**src/rtl/lrt_pkg.sv**
```systemverilog
// Shared types, constants and helpers for the longest-prefix-match route table.
package lrt_pkg;

    localparam int ADDR_W = 32;
    localparam int LEN_W  = 6;
    localparam int PORT_W = 3;
    localparam int TTL_W  = 8;

    localparam int DEF_TABLE_DEPTH = 32;
    localparam int DEF_NUM_PORTS   = 8;

    localparam logic [LEN_W-1:0] MAX_LEN = LEN_W'(ADDR_W);

    typedef enum logic [0:0] {
        FN_ADD   = 1'b0,
        FN_ROUTE = 1'b1
    } func_t;

    typedef enum logic [2:0] {
        ST_ADDED       = 3'd0,
        ST_FORWARDED   = 3'd1,
        ST_TTL_EXPIRED = 3'd2,
        ST_NO_ROUTE    = 3'd3,
        ST_TABLE_FULL  = 3'd4
    } status_t;

    typedef struct packed {
        logic [0:0]        func;
        logic [ADDR_W-1:0] add_prefix;
        logic [LEN_W-1:0]  prefix_len;
        logic              hop_given;
        logic [ADDR_W-1:0] hop_addr;
        logic [PORT_W-1:0] port_sel;
        logic [ADDR_W-1:0] dest_addr;
        logic [TTL_W-1:0]  ttl_in;
    } req_t;

    typedef struct packed {
        status_t           status;
        logic [PORT_W-1:0] out_port;
        logic [ADDR_W-1:0] fwd_hop;
        logic [TTL_W-1:0]  ttl_out;
    } rsp_t;

    // One stored route
    typedef struct packed {
        logic [ADDR_W-1:0] prefix;
        logic [LEN_W-1:0]  len;
        logic              hop_given;
        logic [ADDR_W-1:0] hop;
        logic [PORT_W-1:0] port;
    } entry_t;

    // Compare unit result
    typedef struct packed {
        logic hit;
        logic longer;
    } cmp_t;

    // High-bit mask; length 0 gives zero, 32 gives all ones
    function automatic logic [ADDR_W-1:0] len_mask(input logic [LEN_W-1:0] len);
        len_mask = ~({ADDR_W{1'b1}} >> len);
    endfunction

endpackage

```
**src/rtl/lrt_req_if.sv**
```systemverilog
// Request channel: valid/ready handshake carrying one table request.
interface lrt_req_if;
    logic          valid;
    logic          ready;
    lrt_pkg::req_t data;

    modport source (output valid, output data, input ready);
    modport sink   (input valid, input data, output ready);
endinterface

```
**src/rtl/lrt_rsp_if.sv**
```systemverilog
// Response channel: valid/ready handshake carrying one table result.
interface lrt_rsp_if;
    logic          valid;
    logic          ready;
    lrt_pkg::rsp_t data;

    modport source (output valid, output data, input ready);
    modport sink   (input valid, input data, output ready);
endinterface

```
**src/rtl/lrt_ram.sv**
```systemverilog
// Generic single-write, single-read RAM with registered read data.
module lrt_ram #(
    parameter int WIDTH = 8,
    parameter int DEPTH = 32
) (
    input  logic                                   clk,
    input  logic                                   we,
    input  logic [(DEPTH > 1 ? $clog2(DEPTH) : 1)-1:0] waddr,
    input  logic [WIDTH-1:0]                       wdata,
    input  logic                                   re,
    input  logic [(DEPTH > 1 ? $clog2(DEPTH) : 1)-1:0] raddr,
    output logic [WIDTH-1:0]                       rdata
);

    logic [WIDTH-1:0] mem [DEPTH];
    logic [WIDTH-1:0] rdata_reg;

    always_ff @(posedge clk)
    begin
        if (we)
        begin
            mem[waddr] <= wdata;
        end
        if (re)
        begin
            rdata_reg <= mem[raddr];
        end
    end

    assign rdata = rdata_reg;

endmodule

```
**src/rtl/lrt_cmp.sv**
```systemverilog
// Shared entry compare unit: exact match for adds, masked match for lookups.
module lrt_cmp (
    input  logic                         func,
    input  logic [lrt_pkg::ADDR_W-1:0]   key,
    input  logic [lrt_pkg::LEN_W-1:0]    key_len,
    input  lrt_pkg::entry_t              ent,
    input  logic [lrt_pkg::LEN_W-1:0]    best_len,
    output lrt_pkg::cmp_t                res
);

    logic exact_hit;
    logic masked_hit;

    assign exact_hit  = (ent.prefix == key) && (ent.len == key_len);
    assign masked_hit = ((key & lrt_pkg::len_mask(ent.len)) == ent.prefix);

    always_comb
    begin
        res.hit    = (func == lrt_pkg::FN_ROUTE) ? masked_hit : exact_hit;
        res.longer = (ent.len > best_len);
    end

endmodule

```
**src/rtl/lpm_route_table.sv**
```systemverilog
// Top level: IPv4 longest-prefix-match forwarding table with a scanning sequencer.
//
//  channel | dir | payload                                         | handshake
//  --------+-----+-------------------------------------------------+-----------
//  req     | in  | func, add_prefix, prefix_len, hop_given,        | valid/ready
//          |     | hop_addr, port_sel, dest_addr, ttl_in           |
//  rsp     | out | status, out_port, fwd_hop, ttl_out              | valid/ready
//
// Scan: one table entry per cycle through the RAM read port and the shared
//   compare unit, over every stored route; the result then enters the output
//   register and req.ready returns as it does, so no new request is taken
//   until the last one is through. A lookup with TTL of 0 or 1 skips the scan
//   and goes straight to the done state.
// Reset: clears the sequencer, the fill count and the result valid. Routes
//   fill from entry 0 upward and are never removed, so entry i is valid
//   exactly when i < fill count; no clearing pass is needed.
// Stalls: req.ready is high only while the sequencer is idle. A finished result
//   sits in the output register; the next request may be taken meanwhile and
//   holds in its final state until that register frees up.
module lpm_route_table #(
    parameter int TABLE_DEPTH = lrt_pkg::DEF_TABLE_DEPTH,
    parameter int NUM_PORTS   = lrt_pkg::DEF_NUM_PORTS
) (
    input  logic      clk,
    input  logic      rst_n,
    lrt_req_if.sink   req,
    lrt_rsp_if.source rsp
);

    localparam int AW = (TABLE_DEPTH > 1) ? $clog2(TABLE_DEPTH) : 1;
    localparam int CW = $clog2(TABLE_DEPTH + 1);

    typedef enum logic [2:0] {
        S_IDLE = 3'b001,
        S_SCAN = 3'b010,
        S_DONE = 3'b100
    } state_t;

    state_t                       state_reg, state_next;

    // Request context held for the whole scan
    logic                         func_reg, func_next;
    logic [lrt_pkg::ADDR_W-1:0]   key_reg, key_next;
    logic [lrt_pkg::LEN_W-1:0]    len_reg, len_next;
    logic                         hop_given_reg, hop_given_next;
    logic [lrt_pkg::ADDR_W-1:0]   hop_reg, hop_next;
    logic [lrt_pkg::PORT_W-1:0]   port_reg, port_next;
    logic [lrt_pkg::TTL_W-1:0]    ttl_reg, ttl_next;
    logic                         expired_reg, expired_next;

    // Scan bookkeeping
    logic [CW-1:0]                count_reg, count_next;
    logic [CW-1:0]                iss_reg, iss_next;
    logic                         pend_reg, pend_next;
    logic [AW-1:0]                pidx_reg, pidx_next;
    logic                         found_reg, found_next;
    logic [AW-1:0]                hit_idx_reg, hit_idx_next;
    lrt_pkg::entry_t              best_reg, best_next;

    // Output register
    logic                         rsp_valid_reg, rsp_valid_next;
    lrt_pkg::rsp_t                rsp_data_reg, rsp_data_next;

    // RAM and compare unit
    logic                         rd_en;
    logic                         wr_en;
    logic [AW-1:0]                wr_addr;
    lrt_pkg::entry_t              wr_data;
    lrt_pkg::entry_t              rd_data;
    lrt_pkg::cmp_t                cmp_res;

    // Request decode helpers
    logic [lrt_pkg::LEN_W-1:0]    clamp_len;
    logic [lrt_pkg::PORT_W-1:0]   sat_port;
    logic                         accept;
    logic                         out_free;

    assign accept   = req.valid && req.ready;
    assign out_free = !rsp_valid_reg || rsp.ready;

    assign clamp_len = (req.data.prefix_len > lrt_pkg::MAX_LEN) ? lrt_pkg::MAX_LEN
                                                                : req.data.prefix_len;
    assign sat_port  = ({29'd0, req.data.port_sel} >= 32'(NUM_PORTS))
                       ? lrt_pkg::PORT_W'(NUM_PORTS - 1) : req.data.port_sel;

    assign rd_en = (state_reg == S_SCAN) && (iss_reg < count_reg);

    lrt_ram #(
        .WIDTH ($bits(lrt_pkg::entry_t)),
        .DEPTH (TABLE_DEPTH)
    ) u_ram (
        .clk   (clk),
        .we    (wr_en),
        .waddr (wr_addr),
        .wdata (wr_data),
        .re    (rd_en),
        .raddr (iss_reg[AW-1:0]),
        .rdata (rd_data)
    );

    lrt_cmp u_cmp (
        .func     (func_reg),
        .key      (key_reg),
        .key_len  (len_reg),
        .ent      (rd_data),
        .best_len (best_reg.len),
        .res      (cmp_res)
    );

    always_comb
    begin
        wr_data.prefix    = key_reg;
        wr_data.len       = len_reg;
        wr_data.hop_given = hop_given_reg;
        wr_data.hop       = hop_reg;
        wr_data.port      = port_reg;
    end

    always_comb
    begin
        state_next     = state_reg;
        func_next      = func_reg;
        key_next       = key_reg;
        len_next       = len_reg;
        hop_given_next = hop_given_reg;
        hop_next       = hop_reg;
        port_next      = port_reg;
        ttl_next       = ttl_reg;
        expired_next   = expired_reg;
        count_next     = count_reg;
        iss_next       = iss_reg;
        pend_next      = 1'b0;
        pidx_next      = iss_reg[AW-1:0];
        found_next     = found_reg;
        hit_idx_next   = hit_idx_reg;
        best_next      = best_reg;
        rsp_valid_next = rsp_valid_reg;
        rsp_data_next  = rsp_data_reg;
        wr_en          = 1'b0;
        wr_addr        = hit_idx_reg;

        if (rsp_valid_reg && rsp.ready)
        begin
            rsp_valid_next = 1'b0;
        end

        unique case (state_reg)
            S_IDLE:
            begin
                if (accept)
                begin
                    func_next      = req.data.func;
                    len_next       = clamp_len;
                    hop_given_next = req.data.hop_given;
                    hop_next       = req.data.hop_addr;
                    port_next      = sat_port;
                    ttl_next       = req.data.ttl_in - lrt_pkg::TTL_W'(1);
                    iss_next       = '0;
                    found_next     = 1'b0;
                    best_next      = '0;
                    if (req.data.func == lrt_pkg::FN_ROUTE)
                    begin
                        key_next = req.data.dest_addr;
                    end
                    else
                    begin
                        key_next = req.data.add_prefix & lrt_pkg::len_mask(clamp_len);
                    end
                    // TTL 0 or 1 dies here; no scan
                    expired_next = (req.data.func == lrt_pkg::FN_ROUTE)
                                   && (req.data.ttl_in <= lrt_pkg::TTL_W'(1));
                    state_next   = expired_next ? S_DONE : S_SCAN;
                end
            end

            S_SCAN:
            begin
                if (rd_en)
                begin
                    iss_next  = iss_reg + CW'(1);
                    pend_next = 1'b1;
                end
                // Entry read last cycle is on rd_data now
                if (pend_reg && cmp_res.hit)
                begin
                    if (func_reg == lrt_pkg::FN_ROUTE)
                    begin
                        if (!found_reg || cmp_res.longer)
                        begin
                            found_next = 1'b1;
                            best_next  = rd_data;
                        end
                    end
                    else if (!found_reg)
                    begin
                        found_next   = 1'b1;
                        hit_idx_next = pidx_reg;
                    end
                end
                if (!rd_en && !pend_reg)
                begin
                    state_next = S_DONE;
                end
            end

            S_DONE:
            begin
                if (out_free)
                begin
                    rsp_valid_next = 1'b1;
                    rsp_data_next  = '0;
                    state_next     = S_IDLE;
                    if (expired_reg)
                    begin
                        rsp_data_next.status = lrt_pkg::ST_TTL_EXPIRED;
                    end
                    else if (func_reg == lrt_pkg::FN_ROUTE)
                    begin
                        if (found_reg)
                        begin
                            rsp_data_next.status   = lrt_pkg::ST_FORWARDED;
                            rsp_data_next.out_port = best_reg.port;
                            rsp_data_next.fwd_hop  = best_reg.hop_given ? best_reg.hop
                                                                        : key_reg;
                            rsp_data_next.ttl_out  = ttl_reg;
                        end
                        else
                        begin
                            rsp_data_next.status = lrt_pkg::ST_NO_ROUTE;
                        end
                    end
                    else if (found_reg)
                    begin
                        // Same prefix and length: overwrite in place
                        wr_en                = 1'b1;
                        wr_addr              = hit_idx_reg;
                        rsp_data_next.status = lrt_pkg::ST_ADDED;
                    end
                    else if (count_reg < CW'(TABLE_DEPTH))
                    begin
                        wr_en                = 1'b1;
                        wr_addr              = count_reg[AW-1:0];
                        count_next           = count_reg + CW'(1);
                        rsp_data_next.status = lrt_pkg::ST_ADDED;
                    end
                    else
                    begin
                        rsp_data_next.status = lrt_pkg::ST_TABLE_FULL;
                    end
                end
            end

            default:
            begin
                state_next = S_IDLE;
            end
        endcase
    end

    always_ff @(posedge clk or negedge rst_n)
    begin
        if (!rst_n)
        begin
            state_reg     <= S_IDLE;
            count_reg     <= '0;
            pend_reg      <= 1'b0;
            found_reg     <= 1'b0;
            expired_reg   <= 1'b0;
            rsp_valid_reg <= 1'b0;
        end
        else
        begin
            state_reg     <= state_next;
            count_reg     <= count_next;
            pend_reg      <= pend_next;
            found_reg     <= found_next;
            expired_reg   <= expired_next;
            rsp_valid_reg <= rsp_valid_next;
        end
    end

    always_ff @(posedge clk)
    begin
        func_reg      <= func_next;
        key_reg       <= key_next;
        len_reg       <= len_next;
        hop_given_reg <= hop_given_next;
        hop_reg       <= hop_next;
        port_reg      <= port_next;
        ttl_reg       <= ttl_next;
        iss_reg       <= iss_next;
        pidx_reg      <= pidx_next;
        hit_idx_reg   <= hit_idx_next;
        best_reg      <= best_next;
        rsp_data_reg  <= rsp_data_next;
    end

    assign req.ready = (state_reg == S_IDLE);
    assign rsp.valid = rsp_valid_reg;
    assign rsp.data  = rsp_data_reg;

    // Fill count never passes the table size
    a_count_bound: assert property (@(posedge clk) disable iff (!rst_n)
        count_reg <= CW'(TABLE_DEPTH))
        else $error("route count above table depth");

    // Fill count only grows, one route at a time
    a_count_step: assert property (@(posedge clk) disable iff (!rst_n)
        (count_reg != $past(count_reg)) |-> (count_reg == $past(count_reg) + CW'(1)))
        else $error("route count jumped");

    // A taken request always leaves idle
    a_accept_busy: assert property (@(posedge clk) disable iff (!rst_n)
        accept |=> (state_reg != S_IDLE))
        else $error("request taken but sequencer idle");

    // A forwarded datagram never carries a dead TTL
    a_fwd_ttl: assert property (@(posedge clk) disable iff (!rst_n)
        (rsp.valid && (rsp.data.status == lrt_pkg::ST_FORWARDED))
        |-> (rsp.data.ttl_out != '0))
        else $error("forwarded with zero TTL");

    a_state_onehot: assert property (@(posedge clk) disable iff (!rst_n)
        $onehot(state_reg))
        else $error("sequencer state not one-hot");

endmodule

```
**src/flat_wrapper.sv**
```systemverilog
// flat-port wrapper written by rule: the top's interface ports become plain ports
module lpm_route_table_flat 
#(
    parameter int TABLE_DEPTH = lrt_pkg::DEF_TABLE_DEPTH,
    parameter int NUM_PORTS   = lrt_pkg::DEF_NUM_PORTS
)
  (clk, rst_n, req_valid, req_data, req_ready, rsp_valid, rsp_data, rsp_ready);
  lrt_req_if req_i ();
  lrt_rsp_if rsp_i ();
  input  logic clk;
  input  logic rst_n;
  input wire logic [$bits(req_i.valid)-1:0] req_valid;
  input wire logic [$bits(req_i.data)-1:0] req_data;
  output wire logic [$bits(req_i.ready)-1:0] req_ready;
  output wire logic [$bits(rsp_i.valid)-1:0] rsp_valid;
  output wire logic [$bits(rsp_i.data)-1:0] rsp_data;
  input wire logic [$bits(rsp_i.ready)-1:0] rsp_ready;
  assign req_i.valid = req_valid;
  assign req_i.data = req_data;
  assign req_ready = req_i.ready;
  assign rsp_valid = rsp_i.valid;
  assign rsp_data = rsp_i.data;
  assign rsp_i.ready = rsp_ready;
  lpm_route_table #(.TABLE_DEPTH(TABLE_DEPTH), .NUM_PORTS(NUM_PORTS)) u_core (.clk(clk), .rst_n(rst_n), .req(req_i), .rsp(rsp_i));
endmodule
```
**config.mk**
```make
export PLATFORM = sky130hd
export DESIGN_NAME = lpm_route_table_flat
export DESIGN_NICKNAME = d
export VERILOG_FILES = /design/src/rtl/lrt_pkg.sv /design/src/rtl/lrt_req_if.sv /design/src/rtl/lrt_rsp_if.sv /design/src/rtl/lrt_ram.sv /design/src/rtl/lrt_cmp.sv /design/src/rtl/lpm_route_table.sv /design/src/flat_wrapper.sv
export SDC_FILE = /design/constraint.sdc
export NUM_CORES = 2
export LEC_CHECK = 0
export BUFFER_PORTS_ARGS = -buffer_cell sky130_fd_sc_hd__clkbuf_2
export CAP_MARGIN = 10
export CORE_AREA = 2 2 536 325
export CTS_BUF_LIST = sky130_fd_sc_hd__clkbuf_16
export DETAILED_ROUTE_END_ITERATION = 6
export DIE_AREA = 0 0 538 327
export HOLD_SLACK_MARGIN = 0.03
export PLACE_DENSITY_LB_ADDON = 0.25
export RECOVER_POWER = 25
export SYNTH_ARGS = -nofsm -noshare
export SYNTH_HDL_FRONTEND = slang
export SYNTH_SLANG_ARGS = --single-unit
```
**constraint.sdc**
```tcl
create_clock -name clk -period 6.5 [get_ports clk]
set_input_delay 0.65 -clock clk [delete_from_list [all_inputs] [get_ports clk]]
set_output_delay 0.65 -clock clk [all_outputs]
set_load 0.02 [all_outputs]
```
==> impl_results.md <==
* Post-CTS setup buffers at 0
* Adder-Cell Fraction of Synth Area at 0.184%
* Yosys top cell area share at slightly below 80%
* RSZ-0062 raised after global routing: no
* CP max stage cell: clkbuf_1
* Achievable clock frequency at 0.181 GHz
* CTS sink count at 2,642
* 1st-iter DRT viols at 7,637
* CP peak stage delay at about 3 ns
* Reg-to-Reg End: u_core.u_ram.rdata[46]
* Hold Violations, Final at 0
* Run status: finished, violations left
* CTS root buffer: clkbuf_16
* Clock tree buffer depth at 4
* Worst R2R Path Depth at 4
* Post-synthesis simple-gate area fraction at approximately 2.1%
* Largest family of logic cells by synthesized area: multiplexers
* Synth Area in Compound Gates at 1.07%
* Crit-path leading delay family: buffers and inverters
* Syn_nets at 4,515
* Min-delay worst type: in -> reg
* Cts hold-fix bufs at 39
* Reg-to-reg setup timing slack at 0.97 ns
* Pin count of the biggest net entering global routing at 148
* Failing checks: capacitance limit, slew limit
* Critical path data required time at 7.08 ns
* Min Clock Period, post-route at about 5.5 ns
* Hold Startpoint: req_data[19]
* CP Class: reg -> reg
* Peak supply drop at roughly 250 uV
* Crit-path cells: clkbuf_1 > buf_4 > mux4_2 > mux2_2
* Max reg flops at 2,368
* Worst slew margin at -191%
* Gate Count Post-Synth at roughly 4,400
* WHS Path Cells at 3
* DIE AREA at 176,000 um^2
* Total grt overflow at 0
* Pins Over Slew Limit at 1,112
* Max-Cap Viols at 31
* DP HPWL at 139 mm
* Final period util at roughly 85%
* Top_reg_cell synth: edfxtp_1
* Routability Congestion at 0.910
* Area contributors post-synth: edfxtp_1 (77%), mux4_2 (16%), mux2_2 (0.86%)
* H-tree depth at 4
* Global-route wire length before repair at approximately 360 mm
* FF+latch count, synth at about 2,600
* Critical Path Start Type: register
* Worst setup path startpoint: u_core.iss_reg[4]
* Filler cell count at 10,700
* Core region area at 171,000 um^2
* Initial antenna violation count at 4
* Lkg Pwr at 35.7 nW
* Routed WL per cell at 35.5 um
* Yosys warns at 0
* Worst Clk Skew at 0.0691 ns
* Final WL at 255 mm
* Endpoint, Worst Hold: u_core.key_reg[11]
* Clock Latency Late Sink at 0.87 ns
* Setup violations, final at 0
* Vias at 49,000
* EDFF count, synth at 2,624
* Crit Path Max Fanout at 41
* Starting density of the core at 59.6%
* Ports at 167
* Fin nets at 4,858
* Total CTS buffers at 227
* WP data arrival at 6.11 ns
* Synth unique cells at just over 80
* CP bufs+invs at 2
* Antenna viol nets, final at 0
* Vias in the first global route at 47,400
* P&R area growth vs syn at 11.6%
* Final core occ at 66.5%
* I/O Buffers at 166
* Post-synth ARST share at less than 1%
* Drt first pass iters at 6
* Die H at ~330 um
* Largest area contributor in the netlist: edfxtp_1
* Post_cts resized at 0
* Sequential area share after synthesis at 77.7%
* Clk slew on worst S/H paths at 0.07 ns
* GRT Total Usage at 29.2%
* Die width at 538 um
* Share of cells above drive strength 1 at 29.0%
* Final TNS setup at 0 ns
* Mapped Area at between 100,000 and 150,000 um^2
* DRC Markers at 0
* Synth Area in XOR/XNOR at 0.335%
* CTS tree: yes
* Power Dens Cells at ~360 nW/um^2
* Post-synthesis mux area share at between 10% and 20%
* Worst setup EP type: register
* Rows at approximately 120
* Syn_area_per_cell at roughly 23 um^2
* Via density at slightly below 7
* Slew @ Worst Pin at ~4.4 ns
* Reg2reg start: u_core.iss_reg[4]
==> Yosys cell counts, types with 22 or more instances <==
master and count:
a21oi_1 24, and2_1 42, buf_2 70, clkbuf_1 133, edfxtp_1 2624, inv_1 40
mux2_2 78, mux2i_1 34, mux4_2 740, nand2_1 88, nand2b_1 30, nand3_1 22
nand4_1 22, nor2_1 100, o21ai_0 54
==> area by class of cell <==
| type | instances | area (um^2) | share of cell area [%] |
|---|---|---|---|
| flip-flops and latches | 2642 | 79200 | 69.6 |
| multi-input cells | 1477 | 21900 | 19.3 |
| clock inverters | 171 | 1260 | 1.11 |
| inverters | 40 | 156 | 0.137 |
| repair buffers | 336 | 2630 | 2.31 |
| well taps | 2280 | 2850 | 2.51 |
| diodes | 2 | 5.00 | 0.00440 |
| clock buffers | 230 | 5760 | 5.06 |
==> power breakdown <==
part | total (mW) | internal (mW) | leakage (nW) | switching (mW)
sequential | 20.7 | 20.0 | 23.9 | 0.663
combinational | 7.61 | 3.47 | 8.16 | 4.15
clock | 13.1 | 7.13 | 3.64 | 5.95
total | 41.4 | 30.6 | 35.7 | 10.8
==> cells in the final DEF (no fill, tap or decap), drive strengths merged, types with 4 or more instances in the layout <==
master       Yosys  layout
nand3           22      22
or2              4       4
a21oi           24      24
nand2b          31      31
clkinv           0      96
o21ai           58      58
nor2           100     100
and3            21      21
clkinvlp         0       4
nor3            18      18
and2            42      42
nand2           88      88
a21o            10      10
mux2            78      78
edfxtp        2624    2624
o211ai           5       5
xor2            18      18
or3              5       5
clkbuf         133     431
o21a             6       6
nor4            14      14
o22ai            5       5
o31ai            7       7
nor3b            9       9
mux2i           34      34
buf             89      96
dlygate4sd3      0      39
ha              15      15
dfrtp           12      12
a21boi           4       4
nor2b           14      14
bufinv           0      19
mux4           740     740
dfxtp            5       5
nand4           22      22
xnor2           21      21
inv             40      92
==> per-layer routing <==
metal | part of all wire (%) | track usage (%) | vias up | wire length, um
met4 | 1.8 | 5.28 | 2 | 4600
met3 | 12 | 6.72 | 287 | 29600
met2 | 45 | 42.5 | 3199 | 115000
met1 | 42 | 46.6 | 26200 | 106000
li1 | - | - | 19300 | -
met5 | 0.0067 | 0 | - | 17
==> cells by family (layout without fill, tap and decap cells) <==
kind of cell             after synthesis  count (layout)
adder cells (fa/ha/maj)               15              15
buffers and inverters                262             777
flip-flops                          2642            2642
XOR/XNOR                              39              39
multiplexers                         852             852
AND/OR/NAND/NOR                      409             409
other                                  0               2
AO/OA/AOI/OAI                        162             162
==> metrics by stage <==
step | hold slack, ns | cell area [um^2] | setup WS (ns) | total power, mW | std cells
2_1_floorplan | 0.354 | 102000 | 1.00 | 25.9 | 4381
3_3_place_gp | 0.388 | 107000 | 1.78 | 28.5 | 6733
3_5_place_dp | 0.389 | 107000 | 1.87 | 28.6 | 6734
4_1_cts | 0.0305 | 114000 | 1.88 | 41.5 | 7174
5_1_grt | 0.0832 | 114000 | 0.946 | 42.6 | 7176
6_report | 0.0853 | 114000 | 0.974 | 41.4 | 7178
==> worst register-to-register path, delay by kind of cell, from the launching register on <==
kind	cells	cell delay, ns
buffers and inverters	2	4.04
multiplexers	2	0.85
flip-flops	1	0.35
==> worst max path at each step <==
| stage | end | slack, ns | cells past startpoint |
|---|---|---|---|
| 2_1_floorplan | u_core.u_ram.mem[19][0] | 1.00 | 7 |
| 3_5_place_dp | u_core.best_reg[0] | 1.87 | 9 |
| 5_1_grt | u_core.best_reg[8] | 0.95 | 8 |
| 6_report | u_core.u_ram.rdata[46] | 0.97 | 4 |
| 3_3_place_gp | u_core.best_reg[7] | 1.78 | 9 |
| 4_1_cts | u_core.best_reg[14] | 1.88 | 9 |
Note: power is estimated with default switching activity, not from simulation.
